[src/hdl/otq_pkg.sv]
// Shared types and constants for the ordered timer queue.
package otq_pkg;

  localparam int unsigned CMD_W          = 2;
  localparam int unsigned STATUS_W       = 2;
  localparam int unsigned TIME_W         = 32;
  localparam int unsigned ID_W           = 32;
  localparam int unsigned ENTRY_W        = TIME_W + ID_W;
  localparam int unsigned TIMER_SLOTS_DEF = 16;

  typedef enum logic [CMD_W-1:0] {
    CMD_ADD    = 2'd0,
    CMD_DELETE = 2'd1,
    CMD_CHECK  = 2'd2,
    CMD_SLEEP  = 2'd3
  } cmd_t;

  typedef enum logic [STATUS_W-1:0] {
    ST_DONE = 2'd0,
    ST_NONE = 2'd1,
    ST_FULL = 2'd2,
    ST_WAIT = 2'd3
  } status_t;

  // One stored timer: expiry in the upper half, id in the lower half.
  typedef struct packed {
    logic [TIME_W-1:0] expiry;
    logic [ID_W-1:0]   ident;
  } entry_t;

endpackage

[src/hdl/otq_slot_ram.sv]
// Slot memory with one write port and one read port; the read data is registered.
module otq_slot_ram #(
  parameter int unsigned TIMER_SLOTS = otq_pkg::TIMER_SLOTS_DEF
) (
  input  logic                           clk,
  input  logic                           wr_en,
  input  logic [$clog2(TIMER_SLOTS)-1:0] wr_addr,
  input  otq_pkg::entry_t                wr_data,
  input  logic                           rd_en,
  input  logic [$clog2(TIMER_SLOTS)-1:0] rd_addr,
  output otq_pkg::entry_t                rd_data
);
  import otq_pkg::*;

  entry_t mem [TIMER_SLOTS];
  entry_t rd_data_r;

  always_ff @(posedge clk) begin
    if (wr_en) begin
      mem[wr_addr] <= wr_data;
    end
  end

  always_ff @(posedge clk) begin
    if (rd_en) begin
      rd_data_r <= mem[rd_addr];
    end
  end

  assign rd_data = rd_data_r;

endmodule

[src/hdl/ordered_timer_queue_core.sv]
// Ordered timer queue: slot table in memory, scanned one slot per cycle.
//
//   channel | ports                                           | handshake
//   input   | in_command in_delay_ms in_target_id in_now_ms   | start & !busy
//   result  | out_status out_timer_id out_time_value          | out_strobe
//
// Busy stays high while an item is scanned and finished: one memory read per slot via
// the single read port, a step for the last read data, and S_FINISH to write back.
// The result shows in the first cycle with busy low and the next item may enter at the
// end of that cycle, so no new item is taken before the last one's result shows.
// rst_n (synchronous) clears all valid bits and the id counter; no memory sweep.
// The receiver cannot stall: out_strobe is high for exactly one cycle per item.
module ordered_timer_queue_core #(
  parameter int unsigned TIMER_SLOTS = otq_pkg::TIMER_SLOTS_DEF
) (
  input  logic                          clk,
  input  logic                          rst_n,
  input  logic                          start,
  output logic                          busy,
  input  logic [otq_pkg::CMD_W-1:0]     in_command,
  input  logic [otq_pkg::TIME_W-1:0]    in_delay_ms,
  input  logic [otq_pkg::ID_W-1:0]      in_target_id,
  input  logic [otq_pkg::TIME_W-1:0]    in_now_ms,
  output logic                          out_strobe,
  output logic [otq_pkg::STATUS_W-1:0]  out_status,
  output logic [otq_pkg::ID_W-1:0]      out_timer_id,
  output logic [otq_pkg::TIME_W-1:0]    out_time_value
);
  import otq_pkg::*;

  localparam int unsigned IW = $clog2(TIMER_SLOTS);
  localparam int unsigned CW = $clog2(TIMER_SLOTS + 1);

  typedef enum logic [1:0] {
    S_IDLE,
    S_SCAN,
    S_FINISH
  } state_t;

  state_t             state_r;
  logic [CW-1:0]      cnt_r;
  logic               rd_vld_r;
  logic [IW-1:0]      rd_idx_r;
  logic [TIMER_SLOTS-1:0] valid_r;
  logic [ID_W-1:0]    next_id_r;

  cmd_t               cmd_r;
  logic [TIME_W-1:0]  exp_r;
  logic [TIME_W-1:0]  now_r;
  logic [ID_W-1:0]    tgt_r;

  logic               found_r;
  logic [IW-1:0]      best_slot_r;
  logic [TIME_W-1:0]  best_exp_r;
  logic [ID_W-1:0]    best_id_r;
  logic               free_found_r;
  logic [IW-1:0]      free_slot_r;

  logic               out_strobe_r;
  status_t            out_status_r;
  logic [ID_W-1:0]    out_timer_id_r;
  logic [TIME_W-1:0]  out_time_value_r;

  // scan datapath
  entry_t             rd_data;
  logic               rd_en;
  logic [IW-1:0]      rd_addr;
  logic               ent_v;
  logic               earlier;
  logic               take;
  logic               take_free;
  logic               is_same;

  // write-back
  logic               wr_en;
  entry_t             wr_data;

  logic [TIME_W:0]    sum;

  assign sum     = {1'b0, in_now_ms} + {1'b0, in_delay_ms};
  assign rd_en   = (state_r == S_SCAN) && (cnt_r < CW'(TIMER_SLOTS));
  assign rd_addr = cnt_r[IW-1:0];

  assign wr_en   = (state_r == S_FINISH) && (cmd_r == CMD_ADD) && !found_r && free_found_r;
  assign wr_data = '{expiry: exp_r, ident: next_id_r};

  otq_slot_ram #(
    .TIMER_SLOTS (TIMER_SLOTS)
  ) u_ram (
    .clk     (clk),
    .wr_en   (wr_en),
    .wr_addr (free_slot_r),
    .wr_data (wr_data),
    .rd_en   (rd_en),
    .rd_addr (rd_addr),
    .rd_data (rd_data)
  );

  always_comb begin
    ent_v     = rd_vld_r && valid_r[rd_idx_r];
    earlier   = {rd_data.expiry, rd_data.ident} < {best_exp_r, best_id_r};
    take      = 1'b0;
    take_free = 1'b0;
    is_same   = 1'b0;
    unique case (cmd_r)
      CMD_ADD: begin
        is_same   = ent_v && (rd_data.expiry == exp_r) && (rd_data.ident == next_id_r);
        take_free = rd_vld_r && !valid_r[rd_idx_r] && !free_found_r;
      end
      CMD_DELETE: begin
        take = ent_v && (rd_data.ident == tgt_r) && (!found_r || earlier);
      end
      CMD_CHECK, CMD_SLEEP: begin
        take = ent_v && (!found_r || earlier);
      end
      default: begin
        take = 1'b0;
      end
    endcase
  end

  always_ff @(posedge clk) begin
    if (!rst_n) begin
      state_r      <= S_IDLE;
      valid_r      <= '0;
      next_id_r    <= '0;
      out_strobe_r <= 1'b0;
      rd_vld_r     <= 1'b0;
      cnt_r        <= '0;
    end else begin
      out_strobe_r <= 1'b0;
      rd_vld_r     <= rd_en;
      rd_idx_r     <= rd_addr;
      unique case (state_r)
        S_IDLE: begin
          if (start) begin
            cmd_r        <= cmd_t'(in_command);
            // saturate the expiry on carry out
            exp_r        <= sum[TIME_W] ? '1 : sum[TIME_W-1:0];
            now_r        <= in_now_ms;
            tgt_r        <= in_target_id;
            found_r      <= 1'b0;
            free_found_r <= 1'b0;
            cnt_r        <= '0;
            state_r      <= S_SCAN;
          end
        end
        S_SCAN: begin
          if (cnt_r < CW'(TIMER_SLOTS)) begin
            cnt_r <= cnt_r + 1'b1;
          end else begin
            state_r <= S_FINISH;
          end
          if (take) begin
            found_r     <= 1'b1;
            best_slot_r <= rd_idx_r;
            best_exp_r  <= rd_data.expiry;
            best_id_r   <= rd_data.ident;
          end
          if (is_same) begin
            found_r <= 1'b1;
          end
          if (take_free) begin
            free_found_r <= 1'b1;
            free_slot_r  <= rd_idx_r;
          end
        end
        S_FINISH: begin
          out_strobe_r     <= 1'b1;
          out_status_r     <= ST_NONE;
          out_timer_id_r   <= '0;
          out_time_value_r <= '0;
          unique case (cmd_r)
            CMD_ADD: begin
              if (found_r || free_found_r) begin
                out_status_r     <= ST_DONE;
                out_timer_id_r   <= next_id_r;
                out_time_value_r <= exp_r;
                next_id_r        <= next_id_r + 1'b1;
                if (!found_r) begin
                  valid_r[free_slot_r] <= 1'b1;
                end
              end else begin
                out_status_r <= ST_FULL;
              end
            end
            CMD_DELETE: begin
              if (found_r) begin
                valid_r[best_slot_r] <= 1'b0;
                out_status_r         <= ST_DONE;
                out_timer_id_r       <= tgt_r;
              end
            end
            CMD_CHECK: begin
              if (found_r) begin
                if (best_exp_r < now_r) begin
                  valid_r[best_slot_r] <= 1'b0;
                  out_status_r         <= ST_DONE;
                  out_timer_id_r       <= best_id_r;
                end else begin
                  out_status_r <= ST_WAIT;
                end
              end
            end
            CMD_SLEEP: begin
              if (found_r) begin
                out_status_r     <= ST_DONE;
                out_timer_id_r   <= best_id_r;
                out_time_value_r <= (best_exp_r > now_r) ? best_exp_r - now_r : '0;
              end
            end
            default: begin
              out_status_r <= ST_NONE;
            end
          endcase
          state_r <= S_IDLE;
        end
        default: begin
          state_r <= S_IDLE;
        end
      endcase
    end
  end

  assign busy           = (state_r != S_IDLE);
  assign out_strobe     = out_strobe_r;
  assign out_status     = out_status_r;
  assign out_timer_id   = out_timer_id_r;
  assign out_time_value = out_time_value_r;

endmodule
[config.mk]
export PLATFORM = sky130hd
export DESIGN_NAME = ordered_timer_queue_core
export DESIGN_NICKNAME = d
export VERILOG_FILES = /design/src/hdl/otq_pkg.sv /design/src/hdl/otq_slot_ram.sv /design/src/hdl/ordered_timer_queue_core.sv
export SDC_FILE = /design/constraint.sdc
export NUM_CORES = 2
export LEC_CHECK = 0
export BUFFER_PORTS_ARGS = -buffer_cell sky130_fd_sc_hd__buf_2
export CAP_MARGIN = 20
export CORE_MARGIN = 4
export CORE_UTILIZATION = 35
export CTS_CLUSTER_DIAMETER = 120
export DETAILED_ROUTE_END_ITERATION = 7
export GPL_TIMING_DRIVEN = 0
export HOLD_SLACK_MARGIN = 0.05
export PLACE_DENSITY = 0.51
export SYNTH_ARGS = -nofsm -noshare
export SYNTH_HDL_FRONTEND = slang
export SYNTH_SLANG_ARGS = --single-unit
[constraint.sdc]
create_clock -name clk -period 10.86 [get_ports clk]
set_clock_uncertainty 0.1 [all_clocks]
set_input_delay 0.543 -clock clk [delete_from_list [all_inputs] [get_ports clk]]
set_output_delay 0.543 -clock clk [all_outputs]
set_load 0.005 [all_outputs]
==> impl_metrics.json <==
{
  "crit_chain": "inv_1, ha_1, inv_1, nor4_1, nand2_1, nor3_2, buf_6, buf_4, buf_6, buf_6",
  "arrival_ns": 4.78,
  "start_util_pct": 35.3,
  "netlist_area_um2": 57600,
  "finalPower_w": 0.0117,
  "yosys_warnings": 0,
  "synth.largest_area_cell": "edfxtp_1",
  "ys_ff_latch": 1387,
  "avgSynthCellArea_um2": 18.6,
  "synth_top_cell_area_share_pct": 69.4,
  "dp_hpwl_um": 125000,
  "place_ws_ns": 6.65,
  "viasPerCell": 5.39,
  "h-tree-depth": 4,
  "fin_ws_ns": 6.48,
  "synth_area_leaders": "edfxtp_1 69%, mux4_2 13%, ha_1 2.9%, dfxtp_1 2.0%, xnor2_1 1.4%",
  "slowest_stage": "nor3_2",
  "nNetsFinal": 3849,
  "critical_path_class": "register to register",
  "maxCapViolations": 0,
  "cts_sinks": 1387,
  "yosysSeqAreaShare_pct": 71.3,
  "worstSkewPairLatency_ns": 0.80,
  "slew_viol_final": 0,
  "grt_usage_pct": 20.5,
  "gp_congestion": 0.860,
  "die-area_um2": 171000,
  "critPathMostFrequentCell": "buf_6",
  "setup_viol": 0,
  "fin_tns_setup_ns": 0,
  "cts-buffers-inserted": 145,
  "synth.net_count": 3329,
  "synthArstFlopShare_pct": 0,
  "ys_types": 83,
  "postRouteAntennaNets": 0,
  "rrSetupSlack_ns": 6.48,
  "min-delay-start": "in_delay_ms[16]",
  "slew_headroom_pct": 17.4,
  "wl_um": 175000,
  "drive_gt1_share_pct": 23.7,
  "drtIter0Drc": 3334,
  "synth_ff_type": "edfxtp_1",
  "seq_area_um2": 41100,
  "hold_path_end": "exp_r[16]",
  "worst_pin_slew_ns": 1.24,
  "dieWidth_um": 414,
  "cts_tree": "done",
  "clk_path_buf_depth": 3,
  "r2r_end": "u_ram.mem[4][59]",
  "rsz0062_at_grt": "no",
  "period_share_pct": 40.3,
  "synth_edf_count": 1330,
  "ir_worst_vdd_mv": 0.131,
  "clkSlewWorstSetupHoldPaths_ns": 0.06,
  "port_buffers": 168,
  "hold_depth": 4,
  "die_h_um": 414,
  "first_pass_iters": 5,
  "r2r.worst_path.cells": 10,
  "wl_per_cell_um": 29.7,
  "cpPeakStageDelay_ns": 0.82,
  "powerDensity_nw_per_um2": 169,
  "min_path_type": "input port to register",
  "finalHoldViolCount": 0,
  "end_kind": "register",
  "fin_util_pct": 42.3,
  "grt_max_degree": 35,
  "p_leak_nw": 24.3,
  "fill_cells": 14300,
  "grt_first_pass_wirelength_um": 246000,
  "cp_max_fo": 8,
  "coreArea_um2": 163000,
  "fmaxAchievable_ghz": 0.228,
  "via_count": 31900,
  "grt_pass1_vias": 31900,
  "area_growth_pct": 19.8,
  "fin_crit_ns": 4.38,
  "ioPinCount": 169,
  "netlist_instances": 3093,
  "required_ns": 11.26,
  "multi_input_area_um2": 15600,
  "grt_overflow": 0,
  "timing.rr.start": "cmd_r[1]",
  "remaining_drc_errors": 0,
  "status": "finished clean",
  "root_buffer": "clkbuf_16",
  "rows": 148,
  "antenna_found_initial": 6,
  "start_kind": "register"
}
[flip-flops by register name, indices dropped and copies added, names as in the netlist]
name	count
next_id_r	32
tgt_r	32
best_id_r	32
cmd_r	2
found_r	1
out_status	2
u_ram.mem	1024
state_r	2
valid_r	16
now_r	32
rd_idx_r	4
out_strobe	1
best_slot_r	4
free_found_r	1
u_ram.rd_data	64
best_exp_r	32
exp_r	32
out_time_value	32
out_timer_id	32
cnt_r	5
rd_vld_r	1
free_slot_r	4
[how the worst max path moves through the flow]
stage	from	endpoint	slack [ns]	cells past startpoint
5_1_grt	cmd_r[1]	u_ram.mem[4][59]	6.32	10
2_1_floorplan	cmd_r[0]	u_ram.mem[12][0]	4.30	6
3_3_place_gp	cmd_r[1]	u_ram.mem[12][22]	-4.00	6
6_report	cmd_r[1]	u_ram.mem[4][59]	6.48	10
3_5_place_dp	cmd_r[0]	u_ram.mem[4][61]	6.65	10
4_1_cts	cmd_r[1]	u_ram.mem[4][59]	6.59	10
[worst max-delay path, delay by kind of cell, from the launching register on]
family,cells,cell delay (ns)
DFF,1,0.44
buffers and inverters,6,1.11
adders and majority gates,1,0.36
and+or+nand+nor,3,2.05
[cells in the final DEF, fill, tap and decap left out, drive strengths merged, types with 6 or more instances in the layout]
master and count:
nor3 17, o31ai 7, nor2b 18, mux4 325, o22ai 10, edfxtp 1330, o21ai 45, nand2b 21
dlygate4sd3 69, nor2 86, a221o 9, dfxtp 57, clkinv 57, a211oi 6, a22o 37, xnor2 94
ha 133, o21a 12, and3 24, nand4 37, a21oi 72, inv 150, a31oi 13, a21o 87
buf 339, and4 7, nand2 116, clkbuf 264, and2 36, xor2 67, a221oi 9, bufinv 11
a21boi 9, a22oi 21, o211ai 9, o21bai 10, nor4 22, nand3 29
[cell type report]
type / count / share of cell area [%]
Antenna cell: 3 / 0.0109
Buffer: 119 / 0.677
Clock buffer: 180 / 5.57
Clock inverter: 82 / 1.25
Inverter: 141 / 0.767
Multi-Input combinational cell: 1446 / 22.7
Sequential cell: 1387 / 59.6
Tap cell: 2175 / 3.95
Timing Repair Buffer: 373 / 5.55
[what timing repair did]
item                      4_1_cts  5_1_grt
gates resized for setup         0        0
setup buffers                   0        0
hold endpoints to repair       73        0
hold buffers                   69        0
[cell families after synthesis]
group | count (synthesis) | synth area share (%)
compound gates | 392 | 4.86
xor+xnor | 161 | 2.45
buf+inv | 260 | 1.73
mux | 326 | 12.7
fa+ha+maj | 135 | 2.96
flops | 1387 | 71.3
simple gates | 432 | 3.92
[routing by layer]
layer | global-route usage [%] | wire length, um | vias to the layer above
met5 | 0 | 0 | -
met4 | 7.43 | 6420 | 0
met3 | 3.08 | 10200 | 258
met1 | 28.3 | 74800 | 17000
li1 | - | - | 13600
met2 | 33.0 | 83900 | 1074
[metrics by stage]
step	instance area, um2	hold slack [ns]	instances
2_1_floorplan	57600	0.306	3093
3_3_place_gp	61100	0.342	5436
3_5_place_dp	63500	0.350	5568
4_1_cts	68900	0.121	5899
5_1_grt	69000	0.194	5904
6_report	69000	0.183	5906
[power by group]
group	total, W	internal, W	leakage (nW)	switching, W
clock	0.00496	0.00281	2.28	0.00215
sequential	0.00599	0.00589	13.7	0.000107
combinational	0.000740	0.000324	8.38	0.000416
[Yosys cell counts, drive strengths merged, types with 4 or more instances]
cell type / number
inv: 141
nor2: 86
and3: 24
a31o: 4
ha: 133
a21o: 87
mux4: 325
a21boi: 9
a221oi: 9
xor2: 67
o21bai: 10
nor3: 17
a22o: 37
a22oi: 21
o31ai: 7
and4: 7
buf: 36
nor4: 22
nand3: 29
nand4: 37
a31oi: 13
o211ai: 9
o21ai: 45
nand2b: 21
clkbuf: 83
xnor2: 94
nor2b: 18
or2: 4
edfxtp: 1330
o21a: 12
o22ai: 10
a221o: 9
nand2: 116
and2: 36
a211oi: 6
dfxtp: 57
a21oi: 72
Note: power is estimated with default switching activity, not from simulation.
